===== config.mk =====
export PLATFORM = sky130hd
export DESIGN_NAME = ean8_barcode_rasterizer
export DESIGN_NICKNAME = d
export VERILOG_FILES = /design/src/rtl/core/ean8r_pkg.sv /design/src/rtl/core/ean8r_check.sv /design/src/rtl/core/ean8r_raster.sv /design/src/rtl/core/ean8_barcode_rasterizer.sv
export VERILOG_INCLUDE_DIRS = /design/src /design/src/rtl/core
export SDC_FILE = /design/constraint.sdc
export NUM_CORES = 1
export LEC_CHECK = 0
export BUFFER_PORTS_ARGS = -buffer_cell sky130_fd_sc_hd__clkbuf_2
export CELL_PAD_IN_SITES_DETAIL_PLACEMENT = 2
export CELL_PAD_IN_SITES_GLOBAL_PLACEMENT = 2
export CORE_MARGIN = 3
export CORE_UTILIZATION = 34
export DETAILED_ROUTE_END_ITERATION = 10
export PLACE_DENSITY = 0.75
export SLEW_MARGIN = 10
export SYNTH_ARGS = -nofsm -noshare
export SYNTH_HDL_FRONTEND = slang
export SYNTH_SLANG_ARGS = --single-unit

===== constraint.sdc =====
create_clock -name clock -period 12.9 [get_ports clock]
set_input_delay 3.87 -clock clock [delete_from_list [all_inputs] [get_ports clock]]
set_output_delay 3.87 -clock clock [all_outputs]
set_load 0.005 [all_outputs]

===== src/rtl/core/assert_macros.svh =====
// Assertion macros shared by the RTL files.
// Each macro takes a label, the clock, the reset, a condition and a consequence.
`ifndef ASSERT_MACROS_SVH
`define ASSERT_MACROS_SVH

`ifndef SYNTHESIS

// The consequence must hold in the same cycle as the condition.
`define ASSERT_SAME(label, clk, rst, pre, post) \
   label: assert property (@(posedge clk) disable iff (rst) (pre) |-> (post)) \
      else $error("assertion failed");

// The consequence must hold in the cycle after the condition.
`define ASSERT_NEXT(label, clk, rst, pre, post) \
   label: assert property (@(posedge clk) disable iff (rst) (pre) |=> (post)) \
      else $error("assertion failed");

`else

`define ASSERT_SAME(label, clk, rst, pre, post)
`define ASSERT_NEXT(label, clk, rst, pre, post)

`endif

`endif


===== src/rtl/core/ean8r_pkg.sv =====
package ean8r_pkg;

   // Modules in one row: guard, four digits, center, four digits, guard.
   localparam logic [6:0] MODULES = 7'd67;

   // Configuration register indexes.
   localparam logic [1:0] CSR_MODULE_WIDTH = 2'd0;
   localparam logic [1:0] CSR_MARGIN_WIDTH = 2'd1;
   localparam logic [1:0] CSR_BAR_HEIGHT   = 2'd2;

   // Reset values of the configuration registers.
   localparam logic [4:0] MODULE_WIDTH_RST = 5'd3;
   localparam logic [6:0] MARGIN_WIDTH_RST = 7'd4;
   localparam logic [9:0] BAR_HEIGHT_RST   = 10'd50;

   typedef enum logic [1:0] {
      PH_LEFT  = 2'd0,
      PH_BARS  = 2'd1,
      PH_RIGHT = 2'd2
   } phase_type;

   typedef struct packed {
      logic check_ok;
      logic digit_error;
   } code_status_type;

   typedef struct packed {
      logic pixel;
      logic row_end;
      logic image_end;
   } pix_info_type;

   // L-code pattern of a decimal digit, first module in bit 6.
   function automatic logic [6:0] lcode(input logic [3:0] d);
      logic [6:0] pat;
      case (d)
         4'd0:    pat = 7'h0D;
         4'd1:    pat = 7'h19;
         4'd2:    pat = 7'h13;
         4'd3:    pat = 7'h3D;
         4'd4:    pat = 7'h23;
         4'd5:    pat = 7'h31;
         4'd6:    pat = 7'h2F;
         4'd7:    pat = 7'h3B;
         4'd8:    pat = 7'h37;
         4'd9:    pat = 7'h0B;
         default: pat = 7'h00;
      endcase
      return pat;
   endfunction

   // Color of one module of the row for the given code (1 is black).
   function automatic logic module_bit(input logic [31:0] code, input logic [6:0] idx);
      logic        res;
      logic        right;
      logic [6:0]  tmp;
      logic [6:0]  rel;
      logic [1:0]  dn;
      logic [6:0]  bsel_w;
      logic [2:0]  bsel;
      logic [2:0]  pos;
      logic [31:0] shifted;
      logic [3:0]  d;
      logic [6:0]  pat;
      res     = 1'b0;
      right   = (idx >= 7'd36);
      tmp     = idx - 7'd31;
      rel     = right ? (idx - 7'd36) : (idx - 7'd3);
      if (rel >= 7'd21) begin
         dn = 2'd3;
      end else if (rel >= 7'd14) begin
         dn = 2'd2;
      end else if (rel >= 7'd7) begin
         dn = 2'd1;
      end else begin
         dn = 2'd0;
      end
      bsel_w  = rel - (7'(dn) * 7'd7);
      bsel    = bsel_w[2:0];
      pos     = {right, dn};
      shifted = code >> {~pos, 2'b00};
      d       = shifted[3:0];
      pat     = lcode(d);
      if (right) begin
         pat = ~pat;
      end
      if (idx < 7'd3) begin
         res = (idx != 7'd1);
      end else if (idx >= 7'd64) begin
         res = (idx != 7'd65);
      end else if (idx >= 7'd31 && idx < 7'd36) begin
         res = tmp[0];
      end else if (d > 4'd9) begin
         res = 1'b0;
      end else begin
         res = pat[3'd6 - bsel];
      end
      return res;
   endfunction

endpackage


===== src/rtl/core/ean8r_check.sv =====
module ean8r_check
   import ean8r_pkg::*;
(
   input  logic [31:0]     code,
   output code_status_type status
);

   logic [3:0]  digit [8];
   logic [7:0]  sum;
   logic        bad;
   logic [14:0] quot_w;
   logic [3:0]  quot;
   logic [7:0]  rem_w;
   logic [3:0]  rem;
   logic [3:0]  expected;

   always_comb begin
      for (int i = 0; i < 8; i++) begin
         digit[i] = code[4*(7-i) +: 4];
      end
   end

   always_comb begin
      bad = 1'b0;
      for (int i = 0; i < 8; i++) begin
         if (digit[i] > 4'd9) begin
            bad = 1'b1;
         end
      end
   end

   // Weights 3,1,3,... counted leftward from the seventh digit.
   always_comb begin
      sum = 8'd0;
      for (int i = 0; i < 7; i++) begin
         if ((i % 2) == 0) begin
            sum = sum + {3'b000, digit[i], 1'b0} + {4'b0000, digit[i]};
         end else begin
            sum = sum + {4'b0000, digit[i]};
         end
      end
   end

   // The sum stays below 136, so multiplying by 205 and dropping 11 bits
   // gives the exact quotient by ten.
   assign quot_w   = (15'(sum) * 15'd205) >> 11;
   assign quot     = quot_w[3:0];
   assign rem_w    = sum - (8'(quot) * 8'd10);
   assign rem      = rem_w[3:0];
   assign expected = (rem == 4'd0) ? 4'd0 : (4'd10 - rem);

   assign status.digit_error = bad;
   assign status.check_ok    = !bad && (expected == digit[7]);

endmodule


===== src/rtl/core/ean8r_raster.sv =====
`include "assert_macros.svh"

module ean8r_raster
   import ean8r_pkg::*;
(
   input  logic         clock,
   input  logic         reset,
   input  logic         csr_we,
   input  logic [1:0]   csr_index,
   input  logic [9:0]   csr_wdata,
   input  logic         restart,
   input  logic         step,
   input  logic [31:0]  code,
   output pix_info_type pix
);

   logic [4:0]  module_width_ff, module_width_in;
   logic [6:0]  margin_width_ff, margin_width_in;
   logic [9:0]  bar_height_ff, bar_height_in;
   phase_type   phase_ff, phase_in;
   logic [6:0]  margin_count_ff, margin_count_in;
   logic [6:0]  module_index_ff, module_index_in;
   logic [3:0]  width_count_ff, width_count_in;
   logic [9:0]  row_count_ff, row_count_in;

   logic [4:0]  mw_eff;
   logic [6:0]  m_eff;
   logic [9:0]  h_eff;
   logic [6:0]  idx_cur;
   logic [4:0]  wc_sum;
   logic        wc_wrap;
   logic [6:0]  idx_sum;
   logic        last_module;
   logic [7:0]  mc_sum;
   logic        mc_wrap;
   logic [10:0] rc_sum;
   logic        last_row;
   logic        row_done;
   logic        img_done;
   logic        cfg_hit;
   logic [6:0]  margin_next;
   phase_type   start_phase;

   // Out-of-range register values are clamped into the usable range.
   assign mw_eff = (module_width_ff == 5'd0) ? 5'd1 :
                   (module_width_ff > 5'd16) ? 5'd16 : module_width_ff;
   assign m_eff  = (margin_width_ff > 7'd64) ? 7'd64 : margin_width_ff;
   assign h_eff  = (bar_height_ff == 10'd0) ? 10'd1 : bar_height_ff;

   assign idx_cur     = (module_index_ff >= MODULES) ? 7'd0 : module_index_ff;
   assign wc_sum      = {1'b0, width_count_ff} + 5'd1;
   assign wc_wrap     = (wc_sum >= mw_eff);
   assign idx_sum     = idx_cur + 7'd1;
   assign last_module = (idx_sum >= MODULES);
   assign mc_sum      = {1'b0, margin_count_ff} + 8'd1;
   assign mc_wrap     = (mc_sum >= {1'b0, m_eff});
   assign rc_sum      = {1'b0, row_count_ff} + 11'd1;
   assign last_row    = (rc_sum >= {1'b0, h_eff});

   // A register write restarts the raster with the margin that is in force after it.
   assign cfg_hit     = csr_we && (csr_index == CSR_MODULE_WIDTH ||
                                   csr_index == CSR_MARGIN_WIDTH ||
                                   csr_index == CSR_BAR_HEIGHT);
   assign margin_next = (csr_we && csr_index == CSR_MARGIN_WIDTH) ? csr_wdata[6:0]
                                                                 : margin_width_ff;
   assign start_phase = (margin_next == 7'd0) ? PH_BARS : PH_LEFT;

   // Outputs of the current position.
   always_comb begin
      pix.pixel = 1'b0;
      row_done  = 1'b0;
      case (phase_ff)
         PH_BARS: begin
            pix.pixel = module_bit(code, idx_cur);
            row_done  = wc_wrap && last_module && (m_eff == 7'd0);
         end
         PH_RIGHT: begin
            row_done = mc_wrap;
         end
         default: begin
            row_done = 1'b0;
         end
      endcase
      img_done      = row_done && last_row;
      pix.row_end   = row_done;
      pix.image_end = img_done;
   end

   // Next state.
   always_comb begin
      module_width_in = module_width_ff;
      margin_width_in = margin_width_ff;
      bar_height_in   = bar_height_ff;
      phase_in        = phase_ff;
      margin_count_in = margin_count_ff;
      module_index_in = module_index_ff;
      width_count_in  = width_count_ff;
      row_count_in    = row_count_ff;
      if (csr_we) begin
         case (csr_index)
            CSR_MODULE_WIDTH: module_width_in = csr_wdata[4:0];
            CSR_MARGIN_WIDTH: margin_width_in = csr_wdata[6:0];
            CSR_BAR_HEIGHT:   bar_height_in   = csr_wdata;
            default:          module_width_in = module_width_ff;
         endcase
      end
      if (cfg_hit || restart) begin
         phase_in        = start_phase;
         margin_count_in = 7'd0;
         module_index_in = 7'd0;
         width_count_in  = 4'd0;
         row_count_in    = 10'd0;
      end else if (step) begin
         case (phase_ff)
            PH_BARS: begin
               if (wc_wrap) begin
                  width_count_in = 4'd0;
                  if (last_module) begin
                     module_index_in = 7'd0;
                     if (m_eff != 7'd0) begin
                        phase_in        = PH_RIGHT;
                        margin_count_in = 7'd0;
                     end
                  end else begin
                     module_index_in = idx_sum;
                  end
               end else begin
                  width_count_in  = wc_sum[3:0];
                  module_index_in = idx_cur;
               end
            end
            PH_RIGHT: begin
               margin_count_in = mc_sum[6:0];
            end
            default: begin
               if (mc_wrap) begin
                  margin_count_in = 7'd0;
                  phase_in        = PH_BARS;
                  module_index_in = 7'd0;
                  width_count_in  = 4'd0;
               end else begin
                  margin_count_in = mc_sum[6:0];
               end
            end
         endcase
         if (row_done) begin
            margin_count_in = 7'd0;
            module_index_in = 7'd0;
            width_count_in  = 4'd0;
            phase_in        = (m_eff == 7'd0) ? PH_BARS : PH_LEFT;
            row_count_in    = last_row ? 10'd0 : rc_sum[9:0];
         end
      end
   end

   always_ff @(posedge clock) begin
      if (reset) begin
         module_width_ff <= MODULE_WIDTH_RST;
         margin_width_ff <= MARGIN_WIDTH_RST;
         bar_height_ff   <= BAR_HEIGHT_RST;
         phase_ff        <= PH_LEFT;
         margin_count_ff <= 7'd0;
         module_index_ff <= 7'd0;
         width_count_ff  <= 4'd0;
         row_count_ff    <= 10'd0;
      end else begin
         module_width_ff <= module_width_in;
         margin_width_ff <= margin_width_in;
         bar_height_ff   <= bar_height_in;
         phase_ff        <= phase_in;
         margin_count_ff <= margin_count_in;
         module_index_ff <= module_index_in;
         width_count_ff  <= width_count_in;
         row_count_ff    <= row_count_in;
      end
   end

   `ASSERT_SAME(a_width_in_range, clock, reset, 1'b1, ({1'b0, width_count_ff} < mw_eff))
   `ASSERT_SAME(a_right_has_margin, clock, reset, phase_ff == PH_RIGHT, m_eff != 7'd0)
   `ASSERT_SAME(a_module_in_row, clock, reset, 1'b1, module_index_ff < MODULES)
   `ASSERT_NEXT(a_restart_clears, clock, reset, restart, row_count_ff == 10'd0 && module_index_ff == 7'd0)

endmodule


===== src/rtl/core/ean8_barcode_rasterizer.sv =====
// EAN-8 barcode rasterizer. A load item (mode 0) stores an eight-digit packed
// BCD code and answers with its check-digit status and a flag for any nibble
// above nine; each pixel item (mode 1) answers with the next pixel of a raster
// made of rows of left margin, 67 bar modules each module_width pixels wide, and
// right margin, repeated bar_height times, with row-end and image-end marks.
// Every item gives exactly one result. The block takes one item per clock and
// its result appears in the output register on the next cycle; a stall on the
// result side stops intake only while that register holds an untaken result.
// A load or any register write restarts the raster at its first pixel, and
// register writes are meant to happen only while no item is in flight.
`include "assert_macros.svh"

module ean8_barcode_rasterizer
   import ean8r_pkg::*;
(
   input  logic        clock,
   input  logic        reset,
   input  logic        req_valid,
   output logic        req_stall,
   input  logic        req_mode,
   input  logic [31:0] req_code_bcd,
   output logic        rsp_valid,
   input  logic        rsp_stall,
   output logic        rsp_result_kind,
   output logic        rsp_pixel,
   output logic        rsp_row_end,
   output logic        rsp_image_end,
   output logic        rsp_check_ok,
   output logic        rsp_digit_error,
   input  logic        csr_we,
   input  logic [1:0]  csr_index,
   input  logic [9:0]  csr_wdata
);

   logic            accept;
   logic            load;
   logic            step;
   code_status_type new_status;
   pix_info_type    pix;

   logic [31:0]     code_ff, code_in;
   code_status_type status_ff, status_in;
   logic            rsp_valid_ff, rsp_valid_in;
   logic            kind_ff;
   pix_info_type    pix_ff;
   code_status_type rsp_status_ff;

   assign req_stall = rsp_valid_ff && rsp_stall;
   assign accept    = req_valid && !req_stall;
   assign load      = accept && !req_mode;
   assign step      = accept && req_mode;

   ean8r_check u_check (
      .code   (req_code_bcd),
      .status (new_status)
   );

   ean8r_raster u_raster (
      .clock     (clock),
      .reset     (reset),
      .csr_we    (csr_we),
      .csr_index (csr_index),
      .csr_wdata (csr_wdata),
      .restart   (load),
      .step      (step),
      .code      (code_ff),
      .pix       (pix)
   );

   assign code_in      = load ? req_code_bcd : code_ff;
   assign status_in    = load ? new_status : status_ff;
   assign rsp_valid_in = accept || (rsp_valid_ff && rsp_stall);

   // The reset code of all zeros has a valid check digit.
   always_ff @(posedge clock) begin
      if (reset) begin
         code_ff               <= 32'd0;
         status_ff.check_ok    <= 1'b1;
         status_ff.digit_error <= 1'b0;
         rsp_valid_ff          <= 1'b0;
      end else begin
         code_ff      <= code_in;
         status_ff    <= status_in;
         rsp_valid_ff <= rsp_valid_in;
      end
   end

   always_ff @(posedge clock) begin
      if (accept) begin
         kind_ff       <= req_mode;
         pix_ff        <= req_mode ? pix : '0;
         rsp_status_ff <= req_mode ? status_ff : new_status;
      end
   end

   assign rsp_valid       = rsp_valid_ff;
   assign rsp_result_kind = kind_ff;
   assign rsp_pixel       = pix_ff.pixel;
   assign rsp_row_end     = pix_ff.row_end;
   assign rsp_image_end   = pix_ff.image_end;
   assign rsp_check_ok    = rsp_status_ff.check_ok;
   assign rsp_digit_error = rsp_status_ff.digit_error;

   `ASSERT_SAME(a_image_ends_row, clock, reset, rsp_valid_ff && pix_ff.image_end, pix_ff.row_end)
   `ASSERT_SAME(a_load_no_pixel, clock, reset, rsp_valid_ff && !kind_ff, pix_ff == '0)
   `ASSERT_SAME(a_status_exclusive, clock, reset, rsp_valid_ff, !(rsp_status_ff.check_ok && rsp_status_ff.digit_error))
   `ASSERT_NEXT(a_load_updates_status, clock, reset, load, status_ff == rsp_status_ff)

endmodule

* Word level (Yosys, flattened, before mapping)
Memory sizes are Yosys's and may differ from the RTL's. Cells that the tools add are included.
Word-level totals: bits in registers 93, latch bits 0, RAM bits 0, memory bits (read-only) 96, bits of input ports 50, logic and storage cells 180, memories kept 1
Memory list:
- (no name shown) | depth 16, width 6, read ports 1, clocked after memory_dff 0, wr ports 0, line ean8r_pkg.sv:36 | case (d)
Operators by class: add/subtract/negate cells 21, multipliers 3, divide/modulo/power cells 0, magnitude comparators 25, equality and inequality tests 15, shifts and indexed selects 1, multiplexer cells 57, bitwise gates (word level) 2, reduce and logical (&&, ||, !) cells 37
Operator list (count):
- 7-bit two-way mux | 16
- 8-bit by 4-bit adder with 8-bit output | 6
- 4-bit greater-than comparator (second input constant) | 9
- 32-bit by 5-bit right shift with 4-bit output | 1
- 7-bit one-hot mux with 2 select lines | 2
- 8-bit by 5-bit adder with 8-bit output | 3
- 2-bit two-way mux | 11
- 7-bit >= comparator (second input constant) | 3
- 10-bit two-way mux | 2
- 1-bit two-way mux | 16
- 4-bit two-way mux | 4
- 8-bit by 8-bit multiplier with 15-bit output (second input constant) | 1
- 7-bit by 5-bit >= comparator with 1-bit output (second input constant) | 2
- 7-bit logical NOT | 2
- 3-bit by 1-bit != test with 1-bit output (second input constant) | 4
- 4-bit by 1-bit != test with 1-bit output (second input constant) | 3
- 10-bit by 1-bit adder with 11-bit output (second input constant) | 1
- 11-bit by 10-bit >= comparator with 1-bit output | 1
- 1-bit logical AND | 11
- 10-bit logical NOT | 1
- 5-bit two-way mux | 2
- 2-bit AND reduction | 5
- 7-bit by 1-bit adder with 8-bit output (second input constant) | 1
- 8-bit by 7-bit >= comparator with 1-bit output | 1
- other kinds (46) | 53

* Logic depth before layout (Yosys ltp)
Gate-level depths: netlist of the first run. An unclocked memory read counts as a cell.
depth after elaboration 22, gate-level depth with buffers 40, mapped depth without buffers 40

* Cells and area by module
A second synthesis of the first run with hierarchy kept.
Unflattened totals: cells, all modules 1062, area total of the unflattened synthesis 9080.0 um^2
By module, submodules not included:
- ean8r_raster | instances 1, cells an instance 615, area an instance 4712.0 um^2
- ean8r_check | instances 1, cells an instance 281, area an instance 2526.2 um^2
- ean8_barcode_rasterizer | instances 1, cells an instance 166, area an instance 1841.8 um^2

* Worst setup path after synthesis of the first run
OpenSTA, ideal clock, no wires.
path type input to register, start input req_code_bcd[28], end register rsp_status_ff (netlist bit rsp_check_ok) (data pin), setup time 0.130 ns, arrival 13.147 ns, data required time 12.770 ns, slack -0.378 ns, stages 38, buffers on the path 0, cell sequence ha_1 fa_1 xnor2_1 fa_1 inv_1 fa_1 fa_1 inv_1 fa_1 inv_1 fa_1 inv_1 fa_1 a21o_1 a21oi_1 xnor2_1 ha_1 inv_1 [... 2 more ...] fa_1 inv_1 fa_1 inv_1 ha_1 a2111oi_0 o21bai_1 xor2_1 ha_1 fa_1 xor2_1 xnor2_1 xnor2_1 xnor2_1 a21oi_1 or3_1 a211oi_1 mux2_2
Between the ends: cells in the longest elaborated chain, start to end 18, elaborated cells on any way between the ends 29, classes of those cells 12 x add/sub; 2 x mul; 1 x order compare; 1 x eq/ne; 10 x mux; 3 x reduce/logical
RTL lines:
- start, declared | line ean8_barcode_rasterizer.sv:21 | input logic [31:0] req_code_bcd,
- 5-bit by 4-bit adder with 6-bit output | line ean8r_check.sv:37 | sum = sum + {3'b000, digit[i], 1'b0} + {4'b0000, digit[i]};
- 8-bit by 4-bit adder with 8-bit output | line ean8r_check.sv:39 | sum = sum + {4'b0000, digit[i]};
- 8-bit by 5-bit adder with 8-bit output | line ean8r_check.sv:37
- 8-bit by 4-bit adder with 8-bit output | line ean8r_check.sv:37
- 8-bit by 4-bit adder with 8-bit output | line ean8r_check.sv:39
- 8-bit by 5-bit adder with 8-bit output | line ean8r_check.sv:37
- 8-bit by 4-bit adder with 8-bit output | line ean8r_check.sv:37
- 8-bit by 4-bit adder with 8-bit output | line ean8r_check.sv:39
- [... 2 more ...]
- 8-bit by 8-bit multiplier with 15-bit output | line ean8r_check.sv:46 | assign quot_w = (15'(sum) * 15'd205) >> 11;
- 4-bit by 3-bit multiplier with 3-bit output | line ean8r_check.sv:48 | assign rem_w = sum - (8'(quot) * 8'd10);
- 4-bit subtractor | line ean8r_check.sv:48
- 4-bit subtractor or 4-bit logical NOT (tied branches) | line ean8r_check.sv:50 | assign expected = (rem == 4'd0) ? 4'd0 : (4'd10 - rem);
- 4-bit two-way mux | line ean8r_check.sv:50
- 4-bit == test | line ean8r_check.sv:53 | assign status.check_ok = !bad && (expected == digit[7]);
- 1-bit logical AND (*) | line ean8r_check.sv:53
- 2-bit two-way mux (*) | line ean8_barcode_rasterizer.sv:92 | rsp_status_ff <= req_mode ? status_ff : new_status;
- end signal, assigned | line ean8_barcode_rasterizer.sv:92
- end, declared | line ean8_barcode_rasterizer.sv:46 | code_status_type rsp_status_ff;
Every way passes the cells marked *; elsewhere a longest branch is shown, timed or not. A chain may end at the register's enable or synchronous reset.

* Worst setup path in the final report of the first run
start input req_code_bcd[29], end register rsp_status_ff (netlist bit rsp_check_ok) (data pin)
Same word-level chain as after synthesis.

==> impl_metrics.csv, run 1 <==
group,metric,value,unit
worst_setup_path,slowest_stage,"fa_1",
worst_setup_path,cp-end-kind,"register",
timing,worst_slew_pin_slew,1110,ps
logic_synthesis,syn_inst,1051,
logic_synthesis,synth_seq_cells,93,
timing,grt_setup_unrepaired,"true",
logic_synthesis,synth_nets,1247,
logic_synthesis,syn-cell-area,8630,um2
worst_setup_path,r2r-end,"rsp_pixel",
floorplanning,coreArea,24600,um2
timing,fmax,76.2,MHz
worst_setup_path,slowest_delay,550,ps
clock_network,cts_max_path_buffers,2,
clock_network,cts_hold_buf,0,
timing,min_period_over_period,102,%
logic_synthesis,synth_cell_type_count,85,
worst_setup_path,reg2regPathDepth,20,
worst_setup_path,reg2reg_slack,6350,ps
clock_network,insertion_delay,360,ps
logic_synthesis,synth_edf_count,6,
floorplanning,die_h,165,um
worst_setup_path,crit_start,"req_code_bcd[29]",
worst_setup_path,cp.arrival,13240,ps
detailed_routing,vias,7769,
layout,layout.nets,1305,
floorplanning,dieArea,27300,um2
worst_setup_path,endpoint,"rsp_check_ok",
clock_network,clkSlewWorstSetupHoldPaths,80,ps
clock_network,cts_tree,"yes",
grt,overflow,0,
layout,drive_above_1_share,15.8,%
timing,finalWorstSetupSlack,-226,ps
run,maxCapViolCount,0,
timing,relSlewSlack,25.7,%
clock_network,cts_buffers,9,
floorplanning,io_pins,58,
detailed_routing,detail_route.wl_per_cell,18.9,um
layout,area_delta_synth_final,14.4,%
status,status,"finished with violations",
logic_synthesis,yosysMostFrequentCell,"nand2_1",
floorplanning,start_util,35.1,%
logic_synthesis,yosysTopAreaCell,"dfxtp_1",
detailed_routing,vias_per_cell,5.40,
logic_synthesis,synthTopCellsByArea,"dfxtp_1 20%, ha_1 15%, fa_1 10%",
grt,grt_pass1_vias,8413,
layout,diodes,0,
floorplanning,die_w,165,um
timing,holdWs,459,ps
grt,grt_usage,20.0,%
place,portBuffers,57,
min_path,min_path_cells,2,
grt,grt_max_degree,61,
worst_setup_path,start_kind,"input port",
timing,tns,-346,ps
worst_setup_path,worstSetupPathType,"input port to register",
logic_synthesis,yosysSeqAreaShare,22.3,%
worst_setup_path,reg2reg_from,"u_raster.module_index_ff[3]",
detailed_routing,drt_iter0_drc,347,
timing,period_minus_slack,13130,ps
clock_network,root_buffer,"clkbuf_16",
place,dpl.hpwl,21200,um
worst_setup_path,crit_top_cell,"fa_1",
logic_synthesis,synth_area_per_cell,8.21,um2
detailed_routing,drc,0,
logic_synthesis,yosys_warnings,0,
logic_synthesis,synth_common_cells,"144 x nand2_1, 125 x inv_1, 101 x ha_1",
grt,grt_first_pass_wirelength,43700,um
timing,slew_violations,0,
worst_setup_path,cp_max_fo,3,
clock_network,htree_levels,3,
detailed_routing,drtPass1Iterations,4,
place,gp_congestion,0.812,
layout,fillers,2824,
floorplanning,rows,57,
logic_synthesis,synth_top_area_share,20.2,%
logic_synthesis,async_flop_share,0,%
min_path,hold_class,"register to register",
detailed_routing,ant_nets,0,
timing,clock_skew,14.3,ps
logic_synthesis,synth_flop_cell,"dfxtp_1",
worst_setup_path,cp.required,13010,ps
detailed_routing,routed_wl,27200,um
grt,antenna_found_initial,0,
status,violations,"setup timing",
clock_network,clkSinkCount,93,
timing,final-setup-viol-count,2,
timing,hold_violations,0,
## through the flow
stage | area (um2) | worst slack (ps) | util [%] | cells
global placement | 9360 | -450 | 38.0 | 1413
floorplan | 8680 | -35.9 | - | 1051
finish | 9880 | -226 | 40.1 | 1438
CTS | 9780 | -207 | 39.7 | 1433
global route | 9880 | -560 | 40.1 | 1438
detailed placement | 9360 | -869 | 38.0 | 1413
## worst max-delay path: cells and delay by family
kind | cells | cell delay, ps
XOR/XNOR | 8 | 1210
adder cells (fa/ha/maj) | 14 | 5360
AO/OA/AOI/OAI | 7 | 1270
multiplexers | 2 | 490
buffers and inverters | 11 | 950
AND/OR/NAND/NOR | 1 | 100
## area by class of cell
type                    count  area [um2]  area share [%]
flip-flops and latches     93        1920            19.5
inverters                 127         478            4.84
clock inverters             7        70.1           0.709
well taps                 324         405            4.10
clock buffers               9         225            2.28
repair buffers             93         579            5.87
multi-input cells         785        6200            62.7
## sequential cells by signal (all words and copies together), names as in the netlist, 2 cells and up
name                      flops
u_raster.width_count_ff       4
u_raster.bar_height_ff       10
u_raster.margin_count_ff      7
u_raster.row_count_ff        10
u_raster.module_index_ff      7
status_ff                     2
u_raster.phase_ff             2
u_raster.module_width_ff      5
code_ff                      32
u_raster.margin_width_ff      7
## cell usage in the layout (no fill, tap or decap), drive strengths merged, types with 18 or more instances in the layout
cell	instances
nand2	144
clkbuf	64
dfxtp	87
ha	101
a21oi	95
buf	38
o21ai	43
nor2	54
fa	45
xor2	18
xnor2	25
nand3	22
a21o	19
inv	129
## timing repair
| action | in CTS | in global routing |
|---|---|---|
| setup endpoints to repair | 2 | 2 |
| resized for setup | 15 | 13 |
| setup buffers | 4 | 5 |
| pin swaps | 26 | 32 |
| cloned | 0 | 0 |
## cell families (layout without fill, tap and decap cells)
family	Yosys count	count (layout)	share of synthesized area, %
adder cells (fa/ha/maj)	146	146	25.1
AND/OR/NAND/NOR	329	329	18.7
buffers and inverters	173	236	8.05
flip-flops	93	93	22.3
multiplexers	21	21	2.49
AO/OA/AOI/OAI	246	246	19.0
XOR/XNOR	43	43	4.36
## metal layers
layer	up-vias	track usage, %	part of all wire, %
met3	38	2.59	2.6
met1	3893	24.9	45
met2	116	36.6	51
met4	0	4.76	1.9
li1	3722	-	-
met5	-	0	0
## worst min-delay path by stage
stage          slack [ps]     endpoint        start
2_1_floorplan         430  code_ff[29]  code_ff[29]
3_3_place_gp          450  code_ff[17]  code_ff[17]
4_1_cts               460   code_ff[8]   code_ff[8]
5_1_grt               480  code_ff[16]  code_ff[16]
6_report              460   code_ff[9]   code_ff[9]
3_5_place_dp          450  code_ff[16]  code_ff[16]
Power of run 1 is left out: the tool's default activity adds up to more than one toggle a clock period on the data nets, which glitch-free logic cannot reach.
==> run 2: changes to the inputs <==
TNS_END_PERCENT = 5   (was unset)
==> run 2 against run 1 <==
Net effect:
- the run still ends with setup timing left
- first-iteration DRC count decreased by 6.9%
- die area unchanged
- fmax decreased by 0.17%
- register-to-register slack about the same
- core utilization decreased by 0.19 points
- non-clock buffer count decreased by 1
- cell area decreased by 0.48%
- wire length decreased by 1.0%
- hold slack about the same
- critical path type unchanged
==> impl_metrics.csv, run 2 (synthesis results as in run 1) <==
group,metric,value,unit
clock_network,clkSlewWorstSetupHoldPaths,80,ps
detailed_routing,vias,7728,
floorplanning,coreArea,24600,um2
timing,holdWs,459,ps
layout,finish.instance_area,9830,um2
timing,hold_violations,0,
run,maxCapViolCount,0,
place,gp_congestion,0.812,
floorplanning,die_w,165,um
timing,relSlewSlack,26.2,%
layout,layout_common_cells,"144 x nand2_1, 120 x inv_1, 96 x ha_1",
detailed_routing,drc,0,
clock_network,cts_max_path_buffers,2,
timing,period_minus_slack,13150,ps
detailed_routing,vias_per_cell,5.38,
timing,min_period_over_period,102,%
floorplanning,rows,57,
worst_setup_path,worstSetupPathType,"input port to register",
grt,grt_max_degree,61,
clock_network,insertion_delay,360,ps
floorplanning,start_util,35.1,%
place,dpl_cell_area,9360,um2
layout,reg.largest.list,"code_ff (32), u_raster.bar_height_ff (10), u_raster.row_count_ff (10)",
layout,top_register,"code_ff",
worst_setup_path,start_kind,"input port",
clock_network,cts_buffers,9,
clock_network,cts_tree,"yes",
worst_setup_path,cp.arrival,13260,ps
grt,grt_pass1_vias,8388,
layout,area_delta_synth_final,13.9,%
place,dpl.hpwl,21200,um
clock_network,clkSinkCount,93,
worst_setup_path,reg2reg_slack,6360,ps
layout,final_common_cell,"nand2_1",
place,portBuffers,57,
min_path,hold_class,"register to register",
floorplanning,dieArea,27300,um2
timing,final-setup-viol-count,2,
detailed_routing,drtPass1Iterations,4,
status,status,"finished with violations",
clock_network,htree_levels,3,
detailed_routing,detail_route.wl_per_cell,18.7,um
worst_setup_path,crit_top_cell,"fa_1",
timing,fmax,76.1,MHz
status,violations,"setup timing",
grt,grt_first_pass_wirelength,43600,um
layout,instances_no_fill,1437,
timing,grt_setup_unrepaired,"true",
grt,overflow,0,
timing,worst_slew_pin_slew,1110,ps
detailed_routing,ant_nets,0,
grt,grt_usage,20.0,%
clock_network,root_buffer,"clkbuf_16",
grt,antenna_found_initial,0,
timing,slew_violations,0,
layout,layout.nets,1304,
layout,diodes,0,
floorplanning,die_h,165,um
worst_setup_path,slowest_stage,"fa_1",
timing,clock_skew,14.6,ps
place,dp_cells,1413,
worst_setup_path,slowest_delay,550,ps
worst_setup_path,cp.required,13020,ps
timing,finalWorstSetupSlack,-248,ps
detailed_routing,routed_wl,26900,um
floorplanning,io_pins,58,
worst_setup_path,cp_max_fo,3,
worst_setup_path,cp-end-kind,"register",
place,pre_cts_slack,-869,ps
layout,largest_reg_flops,32,
detailed_routing,drt_iter0_drc,323,
layout,drive_above_1_share,15.6,%
## run 2: what timing repair did
action	CTS	global route
pin swaps	23	31
hold buffers	0	0
endpoints found under the setup margin	2	2
setup buffers	3	5
resized for setup	11	11
## run 2: path summary, 6_finish.rpt
path                                from           end  cells past startpoint
max reg2reg  u_raster.module_index_ff[3]     rsp_pixel                     20
min reg2reg                   code_ff[9]    code_ff[9]                      2
min                           code_ff[9]    code_ff[9]                      2
max                     req_code_bcd[28]  rsp_check_ok                     43
## run 2: critical path, delay by kind of cell
family          cells  cell delay (ps)
fa+ha+maj          14             5400
compound gates      7             1250
xor+xnor            8             1210
buf+inv            11              950
mux                 2              490
simple gates        1              100
## run 2: through the flow
step | TNS (ps) | util [%]
after CTS | -289 | 39.6
final | -394 | 39.9
after global routing | -1050 | 39.9
after floorplan | -35.9 | -
after global placement | -802 | 38.0
after detailed placement | -1650 | 38.0
## run 2: cell type report
type	instances	area (um2)
inverters	127	478
repair buffers	92	548
fillers	2833	14800
flip-flops and latches	93	1920
multi-input cells	785	6180
clock inverters	7	70.1
clock buffers	9	225
well taps	324	405
## run 2: per-layer routing
layer  track usage [%]  wire [um]  part of all wire (%)  vias up
li1                  -          -                     -     3719
met1              24.9      12100                    45     3870
met2              36.5      13600                    51      107
met3              2.64        729                   2.7       32
met4              4.61        445                   1.7        0
met5                 0          0                     0        -
Power of run 2 is left out for the same reason.
